===== config.mk =====
export PLATFORM = sky130hd
export DESIGN_NAME = lsb_first_bit_field_packer_top
export DESIGN_NICKNAME = d
export VERILOG_FILES = /design/src/rtl/lbfp_pkg.sv /design/src/rtl/lbfp_pack.sv /design/src/rtl/lbfp_burst.sv /design/src/rtl/lsb_first_bit_field_packer_top.sv
export VERILOG_INCLUDE_DIRS = /design/src /design/src/rtl
export SDC_FILE = /design/constraint.sdc
export NUM_CORES = 1
export LEC_CHECK = 0
export BUFFER_PORTS_ARGS = -buffer_cell sky130_fd_sc_hd__buf_2
export CAP_MARGIN = 20
export CORE_UTILIZATION = 45
export DETAILED_ROUTE_END_ITERATION = 7
export RECOVER_POWER = 50
export SLEW_MARGIN = 20
export SYNTH_ARGS = -nofsm -noshare
export SYNTH_HDL_FRONTEND = slang
export SYNTH_SLANG_ARGS = --single-unit

===== constraint.sdc =====
create_clock -name aclk -period 6.8 [get_ports aclk]
set_clock_uncertainty 0.1 [all_clocks]
set_input_delay 0.68 -clock aclk [delete_from_list [all_inputs] [get_ports aclk]]
set_output_delay 0.68 -clock aclk [all_outputs]
set_load 0.02 [all_outputs]

===== src/rtl/assert_macros.svh =====
// Assertion macros shared by the packer RTL.
// No dependencies; included by files that carry concurrent assertions.
`ifndef ASSERT_MACROS_SVH
`define ASSERT_MACROS_SVH

// Condition that must hold at every clock edge outside reset.
`define LBFP_ASSERT_ALWAYS(label, clk, rstn, cond) \
    label: assert property (@(posedge clk) disable iff (!rstn) (cond)) \
        else $error("invariant violated");

// Consequence that must hold at the clock edge after the antecedent.
`define LBFP_ASSERT_NEXT(label, clk, rstn, ante, cons) \
    label: assert property (@(posedge clk) disable iff (!rstn) (ante) |=> (cons)) \
        else $error("next-cycle property violated");

`endif


===== src/rtl/lbfp_pkg.sv =====
// Shared types and constants for the LSB-first bit-field packer.
// No dependencies; imported by every packer module.
package lbfp_pkg;

    localparam int unsigned MAX_MESSAGE_BYTES = 16384;
    // Byte counter and capacity register width; must hold MAX_MESSAGE_BYTES itself.
    localparam int unsigned COUNT_W   = 15;
    localparam int unsigned INDEX_W   = 14;
    localparam int unsigned BITCAP_W  = COUNT_W + 3;
    localparam int unsigned BURST_MAX = 4;
    localparam int unsigned CFG_IDX_W = 1;

    localparam logic [COUNT_W-1:0] CAP_LIMIT = COUNT_W'(MAX_MESSAGE_BYTES);

    localparam logic CMD_APPEND = 1'b0;
    localparam logic CMD_FLUSH  = 1'b1;

    localparam logic [CFG_IDX_W-1:0] CFG_MAX_BYTES      = 1'b0;
    localparam logic [CFG_IDX_W-1:0] CFG_ALLOW_OVERFLOW = 1'b1;

    typedef struct packed {
        logic        cmd;
        logic [31:0] field_value;
        logic [5:0]  num_bits;
        logic        signed_field;
    } request_t;

    typedef struct packed {
        logic [COUNT_W-1:0] bytes_used;
        logic [2:0]         bit_position;
        logic [7:0]         partial_byte;
        logic               overflow_seen;
    } msg_state_t;

    // Everything one request produces: up to four bytes, sent in order.
    typedef struct packed {
        logic [BURST_MAX-1:0][7:0] bytes;
        logic [INDEX_W-1:0]        first_index;
        logic [2:0]                count;
        logic                      byte_valid;
        logic                      range_warning;
        logic                      restarted;
        logic                      error_flag;
    } burst_t;

endpackage


===== src/rtl/lbfp_pack.sv =====
// Single-pass packing logic: range check, capacity check and byte merge.
// Depends on lbfp_pkg.
module lbfp_pack
    import lbfp_pkg::*;
(
    input  request_t           req,
    input  msg_state_t         cur,
    input  logic [COUNT_W-1:0] max_bytes,
    input  logic               allow_overflow,
    output msg_state_t         nxt,
    output burst_t             burst
);

    logic                bad_width;
    logic                warn;
    logic                overflow;
    logic [31:0]         field_mask;
    logic [31:0]         top_bits;
    logic [7:0]          part_mask;
    logic [39:0]         merged;
    logic [5:0]          total_bits;
    logic [2:0]          done_bytes;
    logic [COUNT_W-1:0]  cap;
    logic [COUNT_W-1:0]  base_count;
    logic [BITCAP_W-1:0] cap_bits;
    logic [BITCAP_W-1:0] written;
    logic [BITCAP_W:0]   need;

    assign bad_width  = (req.num_bits == 6'd0) || (req.num_bits > 6'd32)
                        || (req.signed_field && (req.num_bits == 6'd32));
    assign field_mask = 32'hFFFF_FFFF >> (6'd32 - req.num_bits);
    assign top_bits   = req.field_value >> (req.num_bits - 6'd1);

    always_comb begin
        if (bad_width) begin
            warn = 1'b0;
        end else if (req.signed_field) begin
            warn = !((top_bits == 32'd0)
                     || (top_bits == (32'hFFFF_FFFF >> (req.num_bits - 6'd1))));
        end else if (req.num_bits == 6'd32) begin
            warn = 1'b0;
        end else begin
            warn = (req.field_value >> req.num_bits) != 32'd0;
        end
    end

    // Capacity in bits against bits already written plus this field.
    assign cap      = (max_bytes > CAP_LIMIT) ? CAP_LIMIT : max_bytes;
    assign cap_bits = {cap, 3'b000};
    assign written  = {cur.bytes_used, 3'b000}
                      - BITCAP_W'((4'd8 - {1'b0, cur.bit_position}) & 4'h7);
    assign need     = {1'b0, written} + (BITCAP_W + 1)'(req.num_bits);
    assign overflow = need > {1'b0, cap_bits};

    // Old partial bits below, new field bits above them.
    assign part_mask  = 8'hFF >> (4'd8 - {1'b0, cur.bit_position});
    assign merged     = {32'd0, cur.partial_byte & part_mask}
                        | ({8'd0, req.field_value & field_mask} << cur.bit_position);
    assign total_bits = {3'b000, cur.bit_position} + req.num_bits;
    assign done_bytes = total_bits[5:3];
    assign base_count = (cur.bit_position == 3'd0) ? cur.bytes_used
                                                   : cur.bytes_used - COUNT_W'(1);

    always_comb begin
        nxt   = cur;
        burst = '0;
        burst.count = 3'd1;
        if (req.cmd == CMD_FLUSH) begin
            burst.restarted = cur.overflow_seen;
            if (cur.bit_position != 3'd0) begin
                burst.bytes[0]    = cur.partial_byte & part_mask;
                burst.first_index = INDEX_W'(cur.bytes_used - COUNT_W'(1));
                burst.byte_valid  = 1'b1;
            end
            nxt = '0;
        end else if (bad_width) begin
            burst.error_flag = 1'b1;
        end else if (overflow) begin
            burst.range_warning = warn;
            if (!allow_overflow || (BITCAP_W'(req.num_bits) > cap_bits)) begin
                burst.error_flag = 1'b1;
            end else begin
                burst.restarted   = 1'b1;
                nxt               = '0;
                nxt.overflow_seen = 1'b1;
            end
        end else begin
            burst.range_warning = warn;
            nxt.bytes_used   = base_count + COUNT_W'((total_bits + 6'd7) >> 3);
            nxt.bit_position = total_bits[2:0];
            nxt.partial_byte = merged[{done_bytes, 3'b000} +: 8];
            if (done_bytes != 3'd0) begin
                burst.bytes       = merged[31:0];
                burst.first_index = INDEX_W'(base_count);
                burst.count       = done_bytes;
                burst.byte_valid  = 1'b1;
            end
        end
    end

endmodule


===== src/rtl/lbfp_burst.sv =====
// Result register that sends the one to four items of a request, one per beat.
// Depends on lbfp_pkg.
module lbfp_burst
    import lbfp_pkg::*;
(
    input  logic               aclk,
    input  logic               aresetn,
    input  logic               load,
    input  burst_t             load_data,
    output logic               can_load,
    output logic               m_valid,
    input  logic               m_ready,
    output logic [7:0]         m_byte_value,
    output logic [INDEX_W-1:0] m_byte_index,
    output logic               m_byte_valid,
    output logic               m_last,
    output logic               m_range_warning,
    output logic               m_restarted,
    output logic               m_error_flag
);

    logic                      busy_reg;
    logic                      busy_next;
    logic [2:0]                left_reg;
    logic [2:0]                left_next;
    logic [BURST_MAX-1:0][7:0] bytes_reg;
    logic [INDEX_W-1:0]        index_reg;
    logic                      byte_valid_reg;
    logic                      warn_reg;
    logic                      restarted_reg;
    logic                      error_reg;
    logic                      beat;

    assign beat     = busy_reg && m_ready;
    assign can_load = !busy_reg || (m_ready && (left_reg == 3'd1));

    always_comb begin
        busy_next = busy_reg;
        left_next = left_reg;
        if (load) begin
            busy_next = 1'b1;
            left_next = load_data.count;
        end else if (beat) begin
            left_next = left_reg - 3'd1;
            if (left_reg == 3'd1) begin
                busy_next = 1'b0;
            end
        end
    end

    always_ff @(posedge aclk) begin
        if (!aresetn) begin
            busy_reg <= 1'b0;
            left_reg <= 3'd0;
        end else begin
            busy_reg <= busy_next;
            left_reg <= left_next;
        end
    end

    always_ff @(posedge aclk) begin
        if (load) begin
            bytes_reg      <= load_data.bytes;
            index_reg      <= load_data.first_index;
            byte_valid_reg <= load_data.byte_valid;
            warn_reg       <= load_data.range_warning;
            restarted_reg  <= load_data.restarted;
            error_reg      <= load_data.error_flag;
        end else if (beat) begin
            bytes_reg <= {8'd0, bytes_reg[BURST_MAX-1:1]};
            index_reg <= index_reg + INDEX_W'(1);
        end
    end

    assign m_valid         = busy_reg;
    assign m_byte_value    = bytes_reg[0];
    assign m_byte_index    = index_reg;
    assign m_byte_valid    = byte_valid_reg;
    assign m_last          = (left_reg == 3'd1);
    assign m_range_warning = warn_reg;
    assign m_restarted     = restarted_reg;
    assign m_error_flag    = error_reg;

endmodule


===== src/rtl/lsb_first_bit_field_packer_top.sv =====
// LSB-first bit-field packer, top level; uses lbfp_pkg, lbfp_pack, lbfp_burst.
// A request waits in the input register until the result register can take it;
// its first result is then offered from the result register. Throughput: one request
// per cycle while m_ready is high and each yields a single result (results run 1 to 4).
// Reset (aresetn low, synchronous) empties the message and both registers, and sets
// max_bytes to 16384 and allow_overflow to 0.
`include "assert_macros.svh"

module lsb_first_bit_field_packer_top
    import lbfp_pkg::*;
(
    input  logic                 aclk,
    input  logic                 aresetn,

    input  logic                 cfg_wr_en,
    input  logic [CFG_IDX_W-1:0] cfg_index,
    input  logic [COUNT_W-1:0]   cfg_wdata,

    input  logic                 s_valid,
    output logic                 s_ready,
    input  logic                 s_cmd,
    input  logic [31:0]          s_field_value,
    input  logic [5:0]           s_num_bits,
    input  logic                 s_signed_field,

    output logic                 m_valid,
    input  logic                 m_ready,
    output logic [7:0]           m_byte_value,
    output logic [INDEX_W-1:0]   m_byte_index,
    output logic                 m_byte_valid,
    output logic                 m_last,
    output logic                 m_range_warning,
    output logic                 m_restarted,
    output logic                 m_error_flag
);

    // Configuration registers. The user must see that they are only written while the block is idle,
    // so no request in flight ever sees a change halfway through; the block itself does not enforce it.
    logic [COUNT_W-1:0] max_bytes_reg;
    logic               allow_overflow_reg;

    always_ff @(posedge aclk) begin
        if (!aresetn) begin
            max_bytes_reg      <= CAP_LIMIT;
            allow_overflow_reg <= 1'b0;
        end else if (cfg_wr_en) begin
            case (cfg_index)
                CFG_MAX_BYTES:      max_bytes_reg      <= cfg_wdata;
                CFG_ALLOW_OVERFLOW: allow_overflow_reg <= cfg_wdata[0];
                default:            ;
            endcase
        end
    end

    // Input register. A request waits here until the result register can take
    // everything it produces; the message state advances at that same edge, so
    // requests are packed strictly in arrival order.
    request_t   req_reg;
    logic       req_full_reg;
    logic       req_full_next;
    msg_state_t state_reg;
    msg_state_t state_next;
    burst_t     burst;
    logic       can_load;
    logic       load_fire;
    logic       s_fire;

    assign load_fire = req_full_reg && can_load;
    // The register frees up in the same cycle its request moves on, so a new
    // request can be taken then; while a held request waits, s_ready stays low.
    assign s_ready   = !req_full_reg || can_load;
    assign s_fire    = s_valid && s_ready;

    always_comb begin
        req_full_next = req_full_reg;
        if (s_fire) begin
            req_full_next = 1'b1;
        end else if (load_fire) begin
            req_full_next = 1'b0;
        end
    end

    always_ff @(posedge aclk) begin
        if (!aresetn) begin
            req_full_reg <= 1'b0;
            state_reg    <= '0;
        end else begin
            req_full_reg <= req_full_next;
            if (load_fire) begin
                state_reg <= state_next;
            end
        end
    end

    always_ff @(posedge aclk) begin
        if (s_fire) begin
            req_reg.cmd          <= s_cmd;
            req_reg.field_value  <= s_field_value;
            req_reg.num_bits     <= s_num_bits;
            req_reg.signed_field <= s_signed_field;
        end
    end

    // Range check, capacity check and the merge of the field into the byte
    // stream, all in one pass between the input and result registers.
    lbfp_pack u_pack (
        .req            (req_reg),
        .cur            (state_reg),
        .max_bytes      (max_bytes_reg),
        .allow_overflow (allow_overflow_reg),
        .nxt            (state_next),
        .burst          (burst)
    );

    // Result register: holds the finished bytes of one request and hands them
    // out one per accepted beat, with last on the final one.
    lbfp_burst u_burst (
        .aclk            (aclk),
        .aresetn         (aresetn),
        .load            (load_fire),
        .load_data       (burst),
        .can_load        (can_load),
        .m_valid         (m_valid),
        .m_ready         (m_ready),
        .m_byte_value    (m_byte_value),
        .m_byte_index    (m_byte_index),
        .m_byte_valid    (m_byte_valid),
        .m_last          (m_last),
        .m_range_warning (m_range_warning),
        .m_restarted     (m_restarted),
        .m_error_flag    (m_error_flag)
    );

    // A status-only result is always the single result of its request.
    `LBFP_ASSERT_ALWAYS(a_status_is_last, aclk, aresetn, !m_valid || m_byte_valid || m_last)
    // Within one request the bytes follow at consecutive indexes without a gap.
    `LBFP_ASSERT_NEXT(a_burst_index_step, aclk, aresetn, m_valid && m_ready && !m_last, m_valid && m_byte_valid && (m_byte_index == $past(m_byte_index) + 14'd1))
    // A refused field never also reports a restart.
    `LBFP_ASSERT_ALWAYS(a_flags_exclusive, aclk, aresetn, !(m_valid && m_error_flag && m_restarted))
    // The byte count never passes the largest message the block supports.
    `LBFP_ASSERT_ALWAYS(a_count_in_range, aclk, aresetn, state_reg.bytes_used <= CAP_LIMIT)

endmodule

==> summary.md <==
| Metric | Value |
|---|---|
| WL final | 47700 um |
| Die area | 30700 um^2 |
| Register area share after synthesis | 0.272 |
| PortBufs | slightly below 90 |
| Hold Path Sink | req_reg[5] |
| TritonCTS buffer count | 17 |
| Power share of the clock group | 0.316 |
| Initial antenna violation count | 1 |
| CTS tree | done |
| CP startpoint kind | register |
| Dpl ws | 0.146 ns |
| Row Count | 63 |
| Switch share | 0.395 |
| Ratio of cells with drive above 1 in the final layout | 0.144 |
| Wire length per cell | 23.1 um |
| Placed cell count | between 2000 and 2500 |
| Unrepaired setup endpoints after global routing | no |
| Final Core Density | 0.502 |
| Vias per cell | 6.60 |
| Commonest cells after routing, fill and taps aside | nand2_1, nor2_1, a21oi_1 |
| Worst Hold Class | input pin to register |
| Fillcell total | about 2900 |
| Period utilization | 0.936 |
| # setup viols final | 0 |
| Violated checks | max-capacitance violations, max-slew violations |
| Hold WS | between 0.2 and 0.3 ns |
| Fin crit period | 6.37 ns |
| Ys async rst share | 0 |
| Commonest non-fill, non-tap cell in the layout | nand2_1 |
| Post-Syn Nets | approximately 1700 |
| Critical Path AT | ~6.6 ns |
| Clock transition at path regs | about 0.08 ns |
| Max Clk Rate | 157 MHz |
| # nets final | 1772 |
| Mapped cell area | approximately 13000 um^2 |
| Max VDD drop | roughly 0.19 mV |
| Synth warn | 0 |
| Required time worst endpoint | ~7 ns |
| N_diodes | 0 |
| RR Endpoint | u_burst.m_byte_value[0] |
| Crit path capture type | register |
| Register area | about 3700 um^2 |
| Later-pin clock latency in the skew report | around 0.45 ns |
| PwrDens | around 210 nW/um^2 |
| TritonCTS sink count | ~140 |
| Area delta synth->final | 9.94% |
| # IOs | 90 |
| Starting DRC count in detailed routing | around 1500 |
| Placed Area | roughly 14000 um^2 |
| Die height | 175 um |
| Die W | 175 um |
| Worst Hold Depth | 1 |
| Sw Pwr | approximately 1.2 mW |
| Hold path start | s_num_bits[4] |
| EDFF count, synth | 90 |
| CTS Root Cell | clkbuf_16 |
| Wire length of the first global-routing pass | roughly 74000 um |
| Vias | ~14000 |
| Overall power | 3.13 mW |
| Largest net degree at the start of global routing | between 60 and 70 |
| Multi-input logic area | 9070 um^2 |
| Fin cells | 2065 |
| GRT Util Overall | 0.311 |
| Mapped Cells | around 1600 |
| Cell Int Power | 1.90 mW |
| Synth Flop Type | edfxtp_1 |
| Sequential power share | 0.325 |
| Setup_tns | 0 ns |
| Hold-fix buffers, CTS | 0 |
| DRC | 0 |
| Placer Congestion | around 1 |
| R2R Setup Slk | ~0.43 ns |
| Max Cap Violations | 1 |
| Drt pass-1 iters | 6 |
| Vias in the first global route | roughly 12000 |
| Core area | around 30000 um^2 |
| Slew Viols, Final | 49 |
| Post-synth cell types | 96 |
| Critical path peak fanout | 17 |
| Post-route cell area | 14800 um^2 |
| Slew HR | -0.211 |
| Max FFs per register | 40 |
| Clock buffer depth | 2 |
| Reg2reg start | state_reg[10] |
| Worst reg2reg path depth | 23 |
| Outcome | finished, violations left |
| Final hold violations | 0 |
| Initial Util | 0.456 |
| Mean Syn Cell Area | ~8.2 um^2 |
| Hpwl dp | approximately 35000 um |
| Worst slew pin tran | roughly 1.8 ns |
| Depth of the CTS H-tree | 4 |
| Remaining Overflow, GRT | 0 |
| Gate power share | 0.359 |
| PnR worst setup slack | 0.434 ns |
| Leakage | approximately 5.5 nW |
| Critical path class | register to register |
| Post-DRT Antenna Nets | 0 |
| Flops & latches, synth | ~140 |
cell type report:
type / count / area share
timing repair buffer: 145 / 0.0576
clock buffer: 17 / 0.0287
sequential: 138 / 0.247
inverter: 40 / 0.0101
clock inverter: 15 / 0.0117
multi-input combinational: 1320 / 0.612
tap: 390 / 0.0329
worst max-delay path: stages, from the launching register on:
cell,delay [ns]
dfxtp_1,0.31
inv_1,0.07
ha_1,0.15
inv_1,0.06
ha_1,0.42
inv_1,0.14
or3_1,0.37
xnor2_1,0.16
ha_1,0.30
o21ai_0,0.09
a21boi_0,0.23
o21ai_0,0.20
a211o_1,0.42
or3_1,0.35
xor2_1,0.15
ha_1,0.33
a21o_1,0.18
a21o_1,0.17
a2111o_1,0.45
o31ai_4,0.32
o311ai_4,0.25
or2_4,0.39
or3_1,0.39
a31oi_1,0.20
what timing repair did:
item / CTS / global route
endpoints found under the setup margin: 0 / 38
resized for setup: 0 / 3
buffers inserted: 0 / 10
kinds of logic (layout without fill, tap and decap cells):
logic type      Yosys count  count (layout)  share of synthesized area
simple gates            581             581                      0.211
compound gates          495             495                      0.251
buf+inv                 179             217                     0.0573
xor+xnor                 79              79                     0.0513
flops                   138             138                      0.272
fa+ha+maj                49              49                     0.0466
mux                     116             116                      0.112
per-layer routing:
layer,wire length (um),vias up,track usage
met5,17,-,0
met4,904,2,0.0844
met3,4640,67,0.0633
met2,19200,738,0.426
met1,22900,6552,0.483
li1,-,6261,-
how the worst max path moves through the flow:
stage,slack (ns),startpoint,endpoint
detailed placement,0.15,state_reg[10],u_burst.m_byte_value[0]
global placement,0.31,state_reg[10],u_burst.m_byte_value[0]
floorplan,0.06,state_reg[9],u_burst.m_byte_value[0]
finish,0.43,state_reg[10],u_burst.m_byte_value[0]
CTS,0.13,state_reg[10],u_burst.m_byte_value[0]
global route,0.03,state_reg[9],u_burst.bytes_reg[30]
cells in the mapped netlist, types with 8 or more instances:
| master | instances | share of area |
|---|---|---|
| nand2_1 | 195 | 0.054 |
| nor2_1 | 122 | 0.034 |
| a21oi_1 | 104 | 0.039 |
| clkbuf_1 | 101 | 0.028 |
| o21ai_0 | 99 | 0.037 |
| edfxtp_1 | 90 | 0.20 |
| nand3_1 | 70 | 0.026 |
| mux2i_1 | 63 | 0.047 |
| xnor2_1 | 52 | 0.034 |
| dfxtp_1 | 48 | 0.071 |
| ha_1 | 47 | 0.044 |
| inv_1 | 36 | 0.010 |
| a31oi_1 | 33 | 0.015 |
| nor3_1 | 33 | 0.012 |
| mux2_2 | 28 | 0.023 |
| xor2_1 | 27 | 0.018 |
| o22ai_1 | 26 | 0.012 |
| mux4_2 | 25 | 0.042 |
| o31ai_1 | 24 | 0.013 |
| a211oi_1 | 22 | 0.012 |
| nor2b_1 | 21 | 0.0097 |
| o211ai_1 | 18 | 0.010 |
| and3_1 | 16 | 0.0074 |
| nand2b_1 | 16 | 0.0074 |
| nand4_1 | 16 | 0.0074 |
| and2_1 | 15 | 0.0070 |
| nor4_1 | 15 | 0.0070 |
| a2111oi_0 | 14 | 0.0091 |
| a21o_1 | 14 | 0.0078 |
| buf_4 | 13 | 0.0072 |
| a22oi_1 | 11 | 0.0061 |
| buf_2 | 11 | 0.0041 |
| or3_1 | 11 | 0.0051 |
| o2111ai_1 | 10 | 0.0065 |
| a211o_1 | 8 | 0.0052 |
| buf_1 | 8 | 0.0022 |
| o311ai_0 | 8 | 0.0052 |
power groups by stage:
stage,Sequential (mW),Combinational [mW],Clock (mW)
final,1.02,1.13,0.990
after global routing,1.02,1.21,1.04
after CTS,1.01,1.08,1.01
after detailed placement,1.03,1.07,0
after global placement,1.03,1.07,0
after floorplan,1.01,0.772,0
Note: power is estimated with default switching activity, not from simulation.
